### config.mk
export PLATFORM = sky130hd
export DESIGN_NAME = rtp_header_parser
export DESIGN_NICKNAME = d
export VERILOG_FILES = /design/src/rtl/rtp_hp_pkg.sv /design/src/rtl/rtp_header_parser.sv
export VERILOG_INCLUDE_DIRS = /design/src /design/src/rtl
export SDC_FILE = /design/constraint.sdc
export NUM_CORES = 1
export LEC_CHECK = 0
export ABC_AREA = 1
export BUFFER_PORTS_ARGS = -buffer_cell sky130_fd_sc_hd__buf_4
export CORE_AREA = 2 2 180 182
export CTS_BUF_LIST = sky130_fd_sc_hd__clkbuf_16
export DETAILED_ROUTE_END_ITERATION = 10
export DIE_AREA = 0 0 182 184
export GPL_TIMING_DRIVEN = 0
export PLACE_DENSITY = 0.64
export SKIP_LAST_GASP = 1
export SLEW_MARGIN = 0
export SYNTH_ARGS = -nofsm -noshare
export SYNTH_HDL_FRONTEND = slang
export SYNTH_SLANG_ARGS = --single-unit
### constraint.sdc
create_clock -name aclk -period 3.9 [get_ports aclk]
set_input_delay 0.195 -clock aclk [delete_from_list [all_inputs] [get_ports aclk]]
set_output_delay 0.195 -clock aclk [all_outputs]
set_load 0.03 [all_outputs]
### src/rtl/rtp_header_parser_macros.svh
// Assertion macros shared by the RTP header parser RTL.
`ifndef RTP_HEADER_PARSER_MACROS_SVH
`define RTP_HEADER_PARSER_MACROS_SVH

// Same-cycle implication, checked while out of reset.
`define RHP_ASSERT_NOW(label, clk, rstn, ante, cons, msg) \
    label: assert property (@(posedge clk) disable iff (!(rstn)) (ante) |-> (cons)) \
        else $error(msg);

// Next-cycle implication, checked while out of reset.
`define RHP_ASSERT_NEXT(label, clk, rstn, ante, cons, msg) \
    label: assert property (@(posedge clk) disable iff (!(rstn)) (ante) |=> (cons)) \
        else $error(msg);

`endif

### src/rtl/rtp_hp_pkg.sv
// Package for the RTP header parser: field widths, result codes and constants.
`timescale 1ns / 1ps

package rtp_hp_pkg;

    // Fixed header layout
    localparam int FIXED_HEADER_BYTES = 12;
    localparam logic [1:0] EXPECTED_VERSION = 2'd2;

    // Channel widths
    localparam int S_TDATA_W = 8;
    localparam int M_TDATA_W = 128;
    localparam int M_TUSER_W = 2;

    // Result kinds (travel in tuser)
    localparam logic [1:0] KIND_HEADER  = 2'd0;
    localparam logic [1:0] KIND_CSRC    = 2'd1;
    localparam logic [1:0] KIND_PAYLOAD = 2'd2;
    localparam logic [1:0] KIND_STATUS  = 2'd3;

    // Status codes
    localparam logic [1:0] ST_OK        = 2'd0;
    localparam logic [1:0] ST_UNDERFLOW = 2'd1;
    localparam logic [1:0] ST_VERSION   = 2'd2;
    localparam logic [1:0] ST_TRUNCATED = 2'd3;

    // One result item before packing
    typedef struct packed {
        logic [31:0] data_word;
        logic [31:0] sync_source;
        logic [31:0] time_stamp;
        logic [15:0] sequence_number;
        logic [3:0]  csrc_count;
        logic        extension_flag;
        logic        padding_flag;
        logic [6:0]  payload_type;
        logic        marker;
        logic [1:0]  status;
    } result_t;

endpackage

### src/rtl/rtp_header_parser.sv
// RTP fixed header parser: byte stream in, header / CSRC / payload results out.
//
//  channel | dir | tdata                     | tuser | tlast
//  s_      | in  | data_byte                 | -     | packet_end
//  m_      | out | status .. data_word (128) | kind  | final_result
//
// One byte is taken per cycle while m_ does not stall; the byte is held in
// the input register, then its result, if any, in the result register.
// Throughput is one byte per cycle unless m_ stalls, set by the parse logic
// between the two registers; bytes with no result also wait for a free slot.
// aresetn is synchronous and active low; it returns the parser to the
// start of a packet. A stall on m_ holds the result and back-pressures s_.
`timescale 1ns / 1ps
`include "rtp_header_parser_macros.svh"

module rtp_header_parser (
    input  logic                              aclk,
    input  logic                              aresetn,
    // s_tdata: data_byte[7:0]
    input  logic                              s_tvalid,
    output logic                              s_tready,
    input  logic [rtp_hp_pkg::S_TDATA_W-1:0]  s_tdata,
    input  logic                              s_tlast,
    // m_tdata: status[1:0], marker[2], payload_type[9:3], padding_flag[10],
    //          extension_flag[11], csrc_count[15:12], sequence_number[31:16],
    //          time_stamp[63:32], sync_source[95:64], data_word[127:96]
    output logic                              m_tvalid,
    input  logic                              m_tready,
    output logic [rtp_hp_pkg::M_TDATA_W-1:0]  m_tdata,
    // m_tuser: kind[1:0]
    output logic [rtp_hp_pkg::M_TUSER_W-1:0]  m_tuser,
    output logic                              m_tlast
);

    import rtp_hp_pkg::*;

    localparam int POS_W = $clog2(FIXED_HEADER_BYTES);
    localparam logic [POS_W-1:0] POS_LAST  = POS_W'(FIXED_HEADER_BYTES - 1);
    localparam logic [POS_W-1:0] POS_WORD  = POS_W'(4);
    localparam logic [POS_W-1:0] POS_CSRC3 = POS_W'(3);

    // Parser phase codes
    localparam logic [1:0] PH_FIXED   = 2'd0;
    localparam logic [1:0] PH_CSRC    = 2'd1;
    localparam logic [1:0] PH_PAYLOAD = 2'd2;
    localparam logic [1:0] PH_DISCARD = 2'd3;

    // Input register
    logic       in_valid_reg;
    logic [7:0] in_byte_reg;
    logic       in_last_reg;

    // Parser state
    logic [1:0]       phase_reg, phase_next;
    logic [POS_W-1:0] pos_reg, pos_next;
    logic [63:0]      hdr_shift_reg, hdr_shift_next;
    logic [31:0]      word_shift_reg, word_shift_next;
    logic [3:0]       csrc_left_reg, csrc_left_next;
    logic             bad_ver_reg, bad_ver_next;

    // Result register
    logic                 out_valid_reg;
    logic [M_TDATA_W-1:0] out_data_reg;
    logic [1:0]           out_kind_reg;
    logic                 out_last_reg;

    logic    advance;
    logic    fire;
    logic    res_valid;
    logic    res_last;
    logic [1:0] res_kind;
    result_t res;
    logic [31:0] word_cat;
    logic [3:0]  csrc_dec;

    // The result slot frees when empty or taken this cycle
    assign advance  = !out_valid_reg || m_tready;
    assign fire     = in_valid_reg && advance;
    assign s_tready = !in_valid_reg || advance;

    assign word_cat = {word_shift_reg[23:0], in_byte_reg};
    assign csrc_dec = csrc_left_reg - 4'd1;

    // Input register
    always_ff @(posedge aclk) begin
        if (!aresetn) begin
            in_valid_reg <= 1'b0;
        end else if (s_tready) begin
            in_valid_reg <= s_tvalid;
        end
        if (s_tready && s_tvalid) begin
            in_byte_reg <= s_tdata[7:0];
            in_last_reg <= s_tlast;
        end
    end

    // Parse one byte
    always_comb begin
        phase_next      = phase_reg;
        pos_next        = pos_reg;
        hdr_shift_next  = hdr_shift_reg;
        word_shift_next = word_shift_reg;
        csrc_left_next  = csrc_left_reg;
        bad_ver_next    = bad_ver_reg;
        res_valid       = 1'b0;
        res_last        = 1'b0;
        res_kind        = KIND_HEADER;
        res             = '0;

        unique case (phase_reg)
            PH_FIXED: begin
                if (pos_reg < POS_WORD) begin
                    word_shift_next = word_cat;
                end else begin
                    hdr_shift_next = {hdr_shift_reg[55:0], in_byte_reg};
                end
                if (pos_reg == '0) begin
                    bad_ver_next = (in_byte_reg[7:6] != EXPECTED_VERSION);
                end
                if (pos_reg < POS_LAST) begin
                    if (in_last_reg) begin
                        // packet shorter than the fixed header
                        res_valid  = 1'b1;
                        res_kind   = KIND_STATUS;
                        res.status = ST_UNDERFLOW;
                        res_last   = 1'b1;
                    end else begin
                        pos_next = pos_reg + 1'b1;
                    end
                end else if (bad_ver_reg) begin
                    res_valid  = 1'b1;
                    res_kind   = KIND_STATUS;
                    res.status = ST_VERSION;
                    res_last   = 1'b1;
                end else begin
                    // header result from the collected bytes
                    res_valid           = 1'b1;
                    res_kind            = KIND_HEADER;
                    res.marker          = word_shift_reg[23];
                    res.payload_type    = word_shift_reg[22:16];
                    res.padding_flag    = word_shift_reg[29];
                    res.extension_flag  = word_shift_reg[28];
                    res.csrc_count      = word_shift_reg[27:24];
                    res.sequence_number = word_shift_reg[15:0];
                    res.time_stamp      = hdr_shift_next[63:32];
                    res.sync_source     = hdr_shift_next[31:0];
                    res_last            = in_last_reg;
                    if (word_shift_reg[27:24] != 4'd0 && in_last_reg) begin
                        res.status = ST_TRUNCATED;
                    end
                end
            end
            PH_CSRC: begin
                word_shift_next = word_cat;
                if (pos_reg < POS_CSRC3) begin
                    if (in_last_reg) begin
                        // partial CSRC word is dropped
                        res_valid  = 1'b1;
                        res_kind   = KIND_STATUS;
                        res.status = ST_TRUNCATED;
                        res_last   = 1'b1;
                    end else begin
                        pos_next = pos_reg + 1'b1;
                    end
                end else begin
                    res_valid      = 1'b1;
                    res_kind       = KIND_CSRC;
                    res.data_word  = word_cat;
                    res_last       = in_last_reg;
                    csrc_left_next = csrc_dec;
                    pos_next       = '0;
                    word_shift_next = '0;
                    if (csrc_dec == 4'd0) begin
                        phase_next = PH_PAYLOAD;
                    end else if (in_last_reg) begin
                        res.status = ST_TRUNCATED;
                    end
                end
            end
            PH_PAYLOAD: begin
                res_valid     = 1'b1;
                res_kind      = KIND_PAYLOAD;
                res.data_word = {24'd0, in_byte_reg};
                res_last      = in_last_reg;
            end
            PH_DISCARD: begin
                res_last = in_last_reg;
            end
            default: begin
                phase_next = PH_FIXED;
            end
        endcase

        // Leaving the fixed header without an error
        if (phase_reg == PH_FIXED && pos_reg == POS_LAST && !bad_ver_reg && !in_last_reg) begin
            pos_next = '0;
            if (word_shift_reg[27:24] == 4'd0) begin
                phase_next = PH_PAYLOAD;
            end else begin
                phase_next      = PH_CSRC;
                csrc_left_next  = word_shift_reg[27:24];
                word_shift_next = '0;
            end
        end

        // End of packet: back to a clean start
        if (res_last) begin
            phase_next      = PH_FIXED;
            pos_next        = '0;
            hdr_shift_next  = '0;
            word_shift_next = '0;
            csrc_left_next  = '0;
            bad_ver_next    = 1'b0;
        end

        // Wrong version mid-packet: swallow the rest
        if (phase_reg == PH_FIXED && pos_reg == POS_LAST && bad_ver_reg && !in_last_reg) begin
            phase_next      = PH_DISCARD;
            pos_next        = '0;
            hdr_shift_next  = '0;
            word_shift_next = '0;
            csrc_left_next  = '0;
            bad_ver_next    = 1'b0;
        end
    end

    // Parser state
    always_ff @(posedge aclk) begin
        if (!aresetn) begin
            phase_reg      <= PH_FIXED;
            pos_reg        <= '0;
            hdr_shift_reg  <= '0;
            word_shift_reg <= '0;
            csrc_left_reg  <= '0;
            bad_ver_reg    <= 1'b0;
        end else if (fire) begin
            phase_reg      <= phase_next;
            pos_reg        <= pos_next;
            hdr_shift_reg  <= hdr_shift_next;
            word_shift_reg <= word_shift_next;
            csrc_left_reg  <= csrc_left_next;
            bad_ver_reg    <= bad_ver_next;
        end
    end

    // Result register
    always_ff @(posedge aclk) begin
        if (!aresetn) begin
            out_valid_reg <= 1'b0;
        end else if (advance) begin
            out_valid_reg <= fire && res_valid;
        end
        if (fire && res_valid) begin
            out_data_reg <= res;
            out_kind_reg <= res_kind;
            out_last_reg <= res_last;
        end
    end

    assign m_tvalid = out_valid_reg;
    assign m_tdata  = out_data_reg;
    assign m_tuser  = out_kind_reg;
    assign m_tlast  = out_last_reg;

    // Checks on the parser's own state
    `RHP_ASSERT_NOW(a_csrc_left, aclk, aresetn, phase_reg == PH_CSRC, csrc_left_reg != 4'd0,
        "CSRC phase with no words left")
    `RHP_ASSERT_NOW(a_csrc_pos, aclk, aresetn, phase_reg == PH_CSRC, pos_reg <= POS_CSRC3,
        "CSRC byte position out of range")
    `RHP_ASSERT_NOW(a_fixed_pos, aclk, aresetn, phase_reg == PH_FIXED, pos_reg <= POS_LAST,
        "fixed header byte position out of range")
    `RHP_ASSERT_NOW(a_status_final, aclk, aresetn, m_tvalid && m_tuser == KIND_STATUS, m_tlast,
        "status-only result not marked final")
    `RHP_ASSERT_NEXT(a_in_hold, aclk, aresetn, in_valid_reg && !advance, in_valid_reg,
        "buffered byte lost during output stall")

endmodule

==> out/qor.yml <==
routedWlPerCell_um: 14.8
cp_slowest_stage_delay_ps: 530
yosysUniqueCellTypes: 33
layout.nets: 1517
vias_per_cell: 4.72
dp_hpwl_um: 20300
synth_warnings: 0
synthXorXnorAreaFrac_pct: 0.161
io_buffers: 144
cts.sinks: 247
rsz0062_at_grt: "no"
fp.dieH_um: 184
synth-adder-area-share_pct: 1.04
hold_buffers: 11
worstPathCellList: "nor2_1 -> nand2_1 -> nand2_1 -> buf_2 -> nand4_1 -> nand3_1 -> clkinvlp_4 -> buf_12"
max_slew.worst_pin.slew_ps: 649
pin_count: 146
dieArea_um2: 33500
critPathMostFrequentCell: "nand2_1"
hold_violations: 0
synth_compound_area_share_pct: 8.80
fillers: 3134
setup_ws_ps: 980
final_cell_area_um2: 13600
final_cells: 1919
place.gp.congestion: 0.861
cts_tree: "built"
dr.pass1.iters: 5
start_util_pct: 34.6
largest_reg_flops: 128
finalSetupTns_ps: 0
worstSetupEndpointType: "register"
dp_cells: 1856
finClkSkew_ps: 13.1
post-route-period-util_pct: 74.9
cts-root-buf: "clkbuf_16"
final_layout_size_suffix_gt1_share_pct: 14.6
syn_inst: 1307
crit_path_max_fanout: 43
power_density_nw_per_um2: 471
area_growth_syn_to_layout_pct: 25.2
synth_area_um2: 10900
clock_path_buffers: 3
max-slew-margin-rel_pct: 56.8
grt_pass1_wl_um: 44200
switching_share_pct: 25.0
track_usage_pct: 16.5
ys_ff_latch: 247
synthesis.nets: 1329
p_clk_share_pct: 43.7
hp-class: "primary input to register"
seqPwrFrac_pct: 45.4
cts_resized: 0
cp.arrival_ps: 3180
drv_cap: 0
drt_iter0_markers: 681
drt-total-wl_um: 28400
power_switching_mw: 1.60
status: "completed"
place_area_um2: 12500
ir_worst_vdd_mv: 0.306
clk_latency_ps: 540
h-tree-depth: 1
setup_violations: 0
fp.dieW_um: 182
via_count: 9059
period_needed_ps: 2920
post_cts_buffers: 0
drc: 0
ff_latch_area_um2: 6350
drv_slew: 0
max_clock_freq_mhz: 343
grt_pass1_vias: 8335
leakage_nw: 5.71
ant_nets: 0
synth_top_family_by_area: "simple AND/OR/NAND/NOR gates"
slowest_stage: "clkinvlp_4"
place_ws_ps: 945
multi_input_area_um2: 3670
final_common_cell: "nand2_1"
ys_seq_area_share_pct: 58.4
synth.avg_cell_area_um2: 8.32
synth-simple-area-share_pct: 23.8
hold_ws_ps: 70.2
numCtsBuffers: 28
intPower_mw: 4.81
antenna_found_initial: 0
muxShareOfSynthArea_pct: 0
grt_max_degree: 44
critPathKind: "register to register"
grt_overflow_total: 0
antenna_cells: 0
power_frac_comb_pct: 10.9
critPathLaunchType: "register"
coreArea_um2: 31400
layout_common_cells: "nand2_1 (292), nor2_1 (266), buf_4 (145)"
crit_required_ps: 4160
clk_pin_slew_worst_paths_ps: 60
floorplan.rows: 65
==> power by group through the flow <==
| stage | logic [mW] | registers [mW] | clock network, mW |
|---|---|---|---|
| 2_1_floorplan | 0.396 | 3.04 | 0 |
| 3_3_place_gp | 0.667 | 2.97 | 0 |
| 3_5_place_dp | 0.683 | 2.97 | 0 |
| 4_1_cts | 0.696 | 2.91 | 2.86 |
| 5_1_grt | 0.778 | 2.92 | 2.97 |
| 6_report | 0.697 | 2.91 | 2.80 |
==> per-layer routing <==
layer / share of wire [%] / up-vias / wire length, um / GRT usage, %
met1: 46 / 4208 / 13000 / 22.7
met5: 0 / - / 0 / 0
met2: 47 / 236 / 13400 / 27.5
met4: 1.7 / 0 / 480 / 3.61
met3: 5.1 / 41 / 1430 / 2.36
li1: - / 4574 / - / -
==> cells in the mapped netlist <==
library cell / number / area, um2
nand3_1: 50 / 250
nand4_4: 1 / 21.3
nand2_1: 292 / 1100
o21a_1: 1 / 7.51
a21boi_2: 1 / 11.3
a31oi_1: 2 / 12.5
a21oi_1: 37 / 185
nand4_1: 4 / 25.0
nor3_1: 27 / 135
dfxtp_1: 107 / 2140
xor2_1: 1 / 8.76
buf_1: 2 / 7.51
nand2_2: 3 / 18.8
clkinv_1: 1 / 3.75
ha_1: 9 / 113
nor3b_1: 1 / 7.51
o21bai_1: 1 / 7.51
nor2_1: 266 / 998
buf_6: 3 / 33.8
nor3_4: 1 / 16.3
a22oi_1: 4 / 30.0
inv_2: 6 / 22.5
o21ai_0: 71 / 355
buf_4: 1 / 7.51
nor2_2: 1 / 6.26
nand2_4: 1 / 11.3
o21ai_1: 68 / 340
edfxtp_1: 140 / 4200
inv_1: 133 / 499
clkbuf_1: 55 / 206
xnor2_1: 1 / 8.76
o31ai_1: 1 / 7.51
buf_2: 15 / 75.1
==> through the flow <==
| stage | total power [mW] | util [%] |
|---|---|---|
| global placement | 3.64 | 39.7 |
| global route | 6.67 | 43.4 |
| CTS | 6.47 | 43.4 |
| detailed placement | 3.65 | 39.9 |
| floorplan | 3.43 | - |
| finish | 6.41 | 43.4 |
==> kinds of logic (layout without fill, tap and decap cells) <==
group	Yosys count	after routing
AND/OR/NAND/NOR	647	647
flip-flops	247	247
buffers and inverters	216	426
AO/OA/AOI/OAI	186	186
adder cells (fa/ha/maj)	9	9
XOR/XNOR	2	2
==> worst max-delay path, delay by kind of cell (launching register included) <==
family        cells  cell delay (ps)
flops             1              400
buf+inv           3             1230
simple gates      5              970
==> area by class of cell <==
| cell class | count | share of cell area (%) |
|---|---|---|
| inverter | 140 | 3.89 |
| sequential | 247 | 46.6 |
| tap | 402 | 3.69 |
| timing repair buffer | 158 | 9.19 |
| multi-input combinational | 844 | 27.0 |
| buffer | 76 | 2.43 |
| clock inverter | 23 | 1.92 |
| clock buffer | 29 | 5.33 |
==> worst paths after layout <==
path | endpoint | startpoint | slack (ps) | cells past startpoint
max | m_tdata[112] | pos_reg[3] | 980 | 8
min | pos_reg[0] | aresetn | 70 | 3
max reg2reg | m_tdata[112] | pos_reg[3] | 980 | 8
min reg2reg | word_shift_reg[27] | word_shift_reg[27] | 480 | 2
Note: power is estimated with default switching activity, not from simulation.
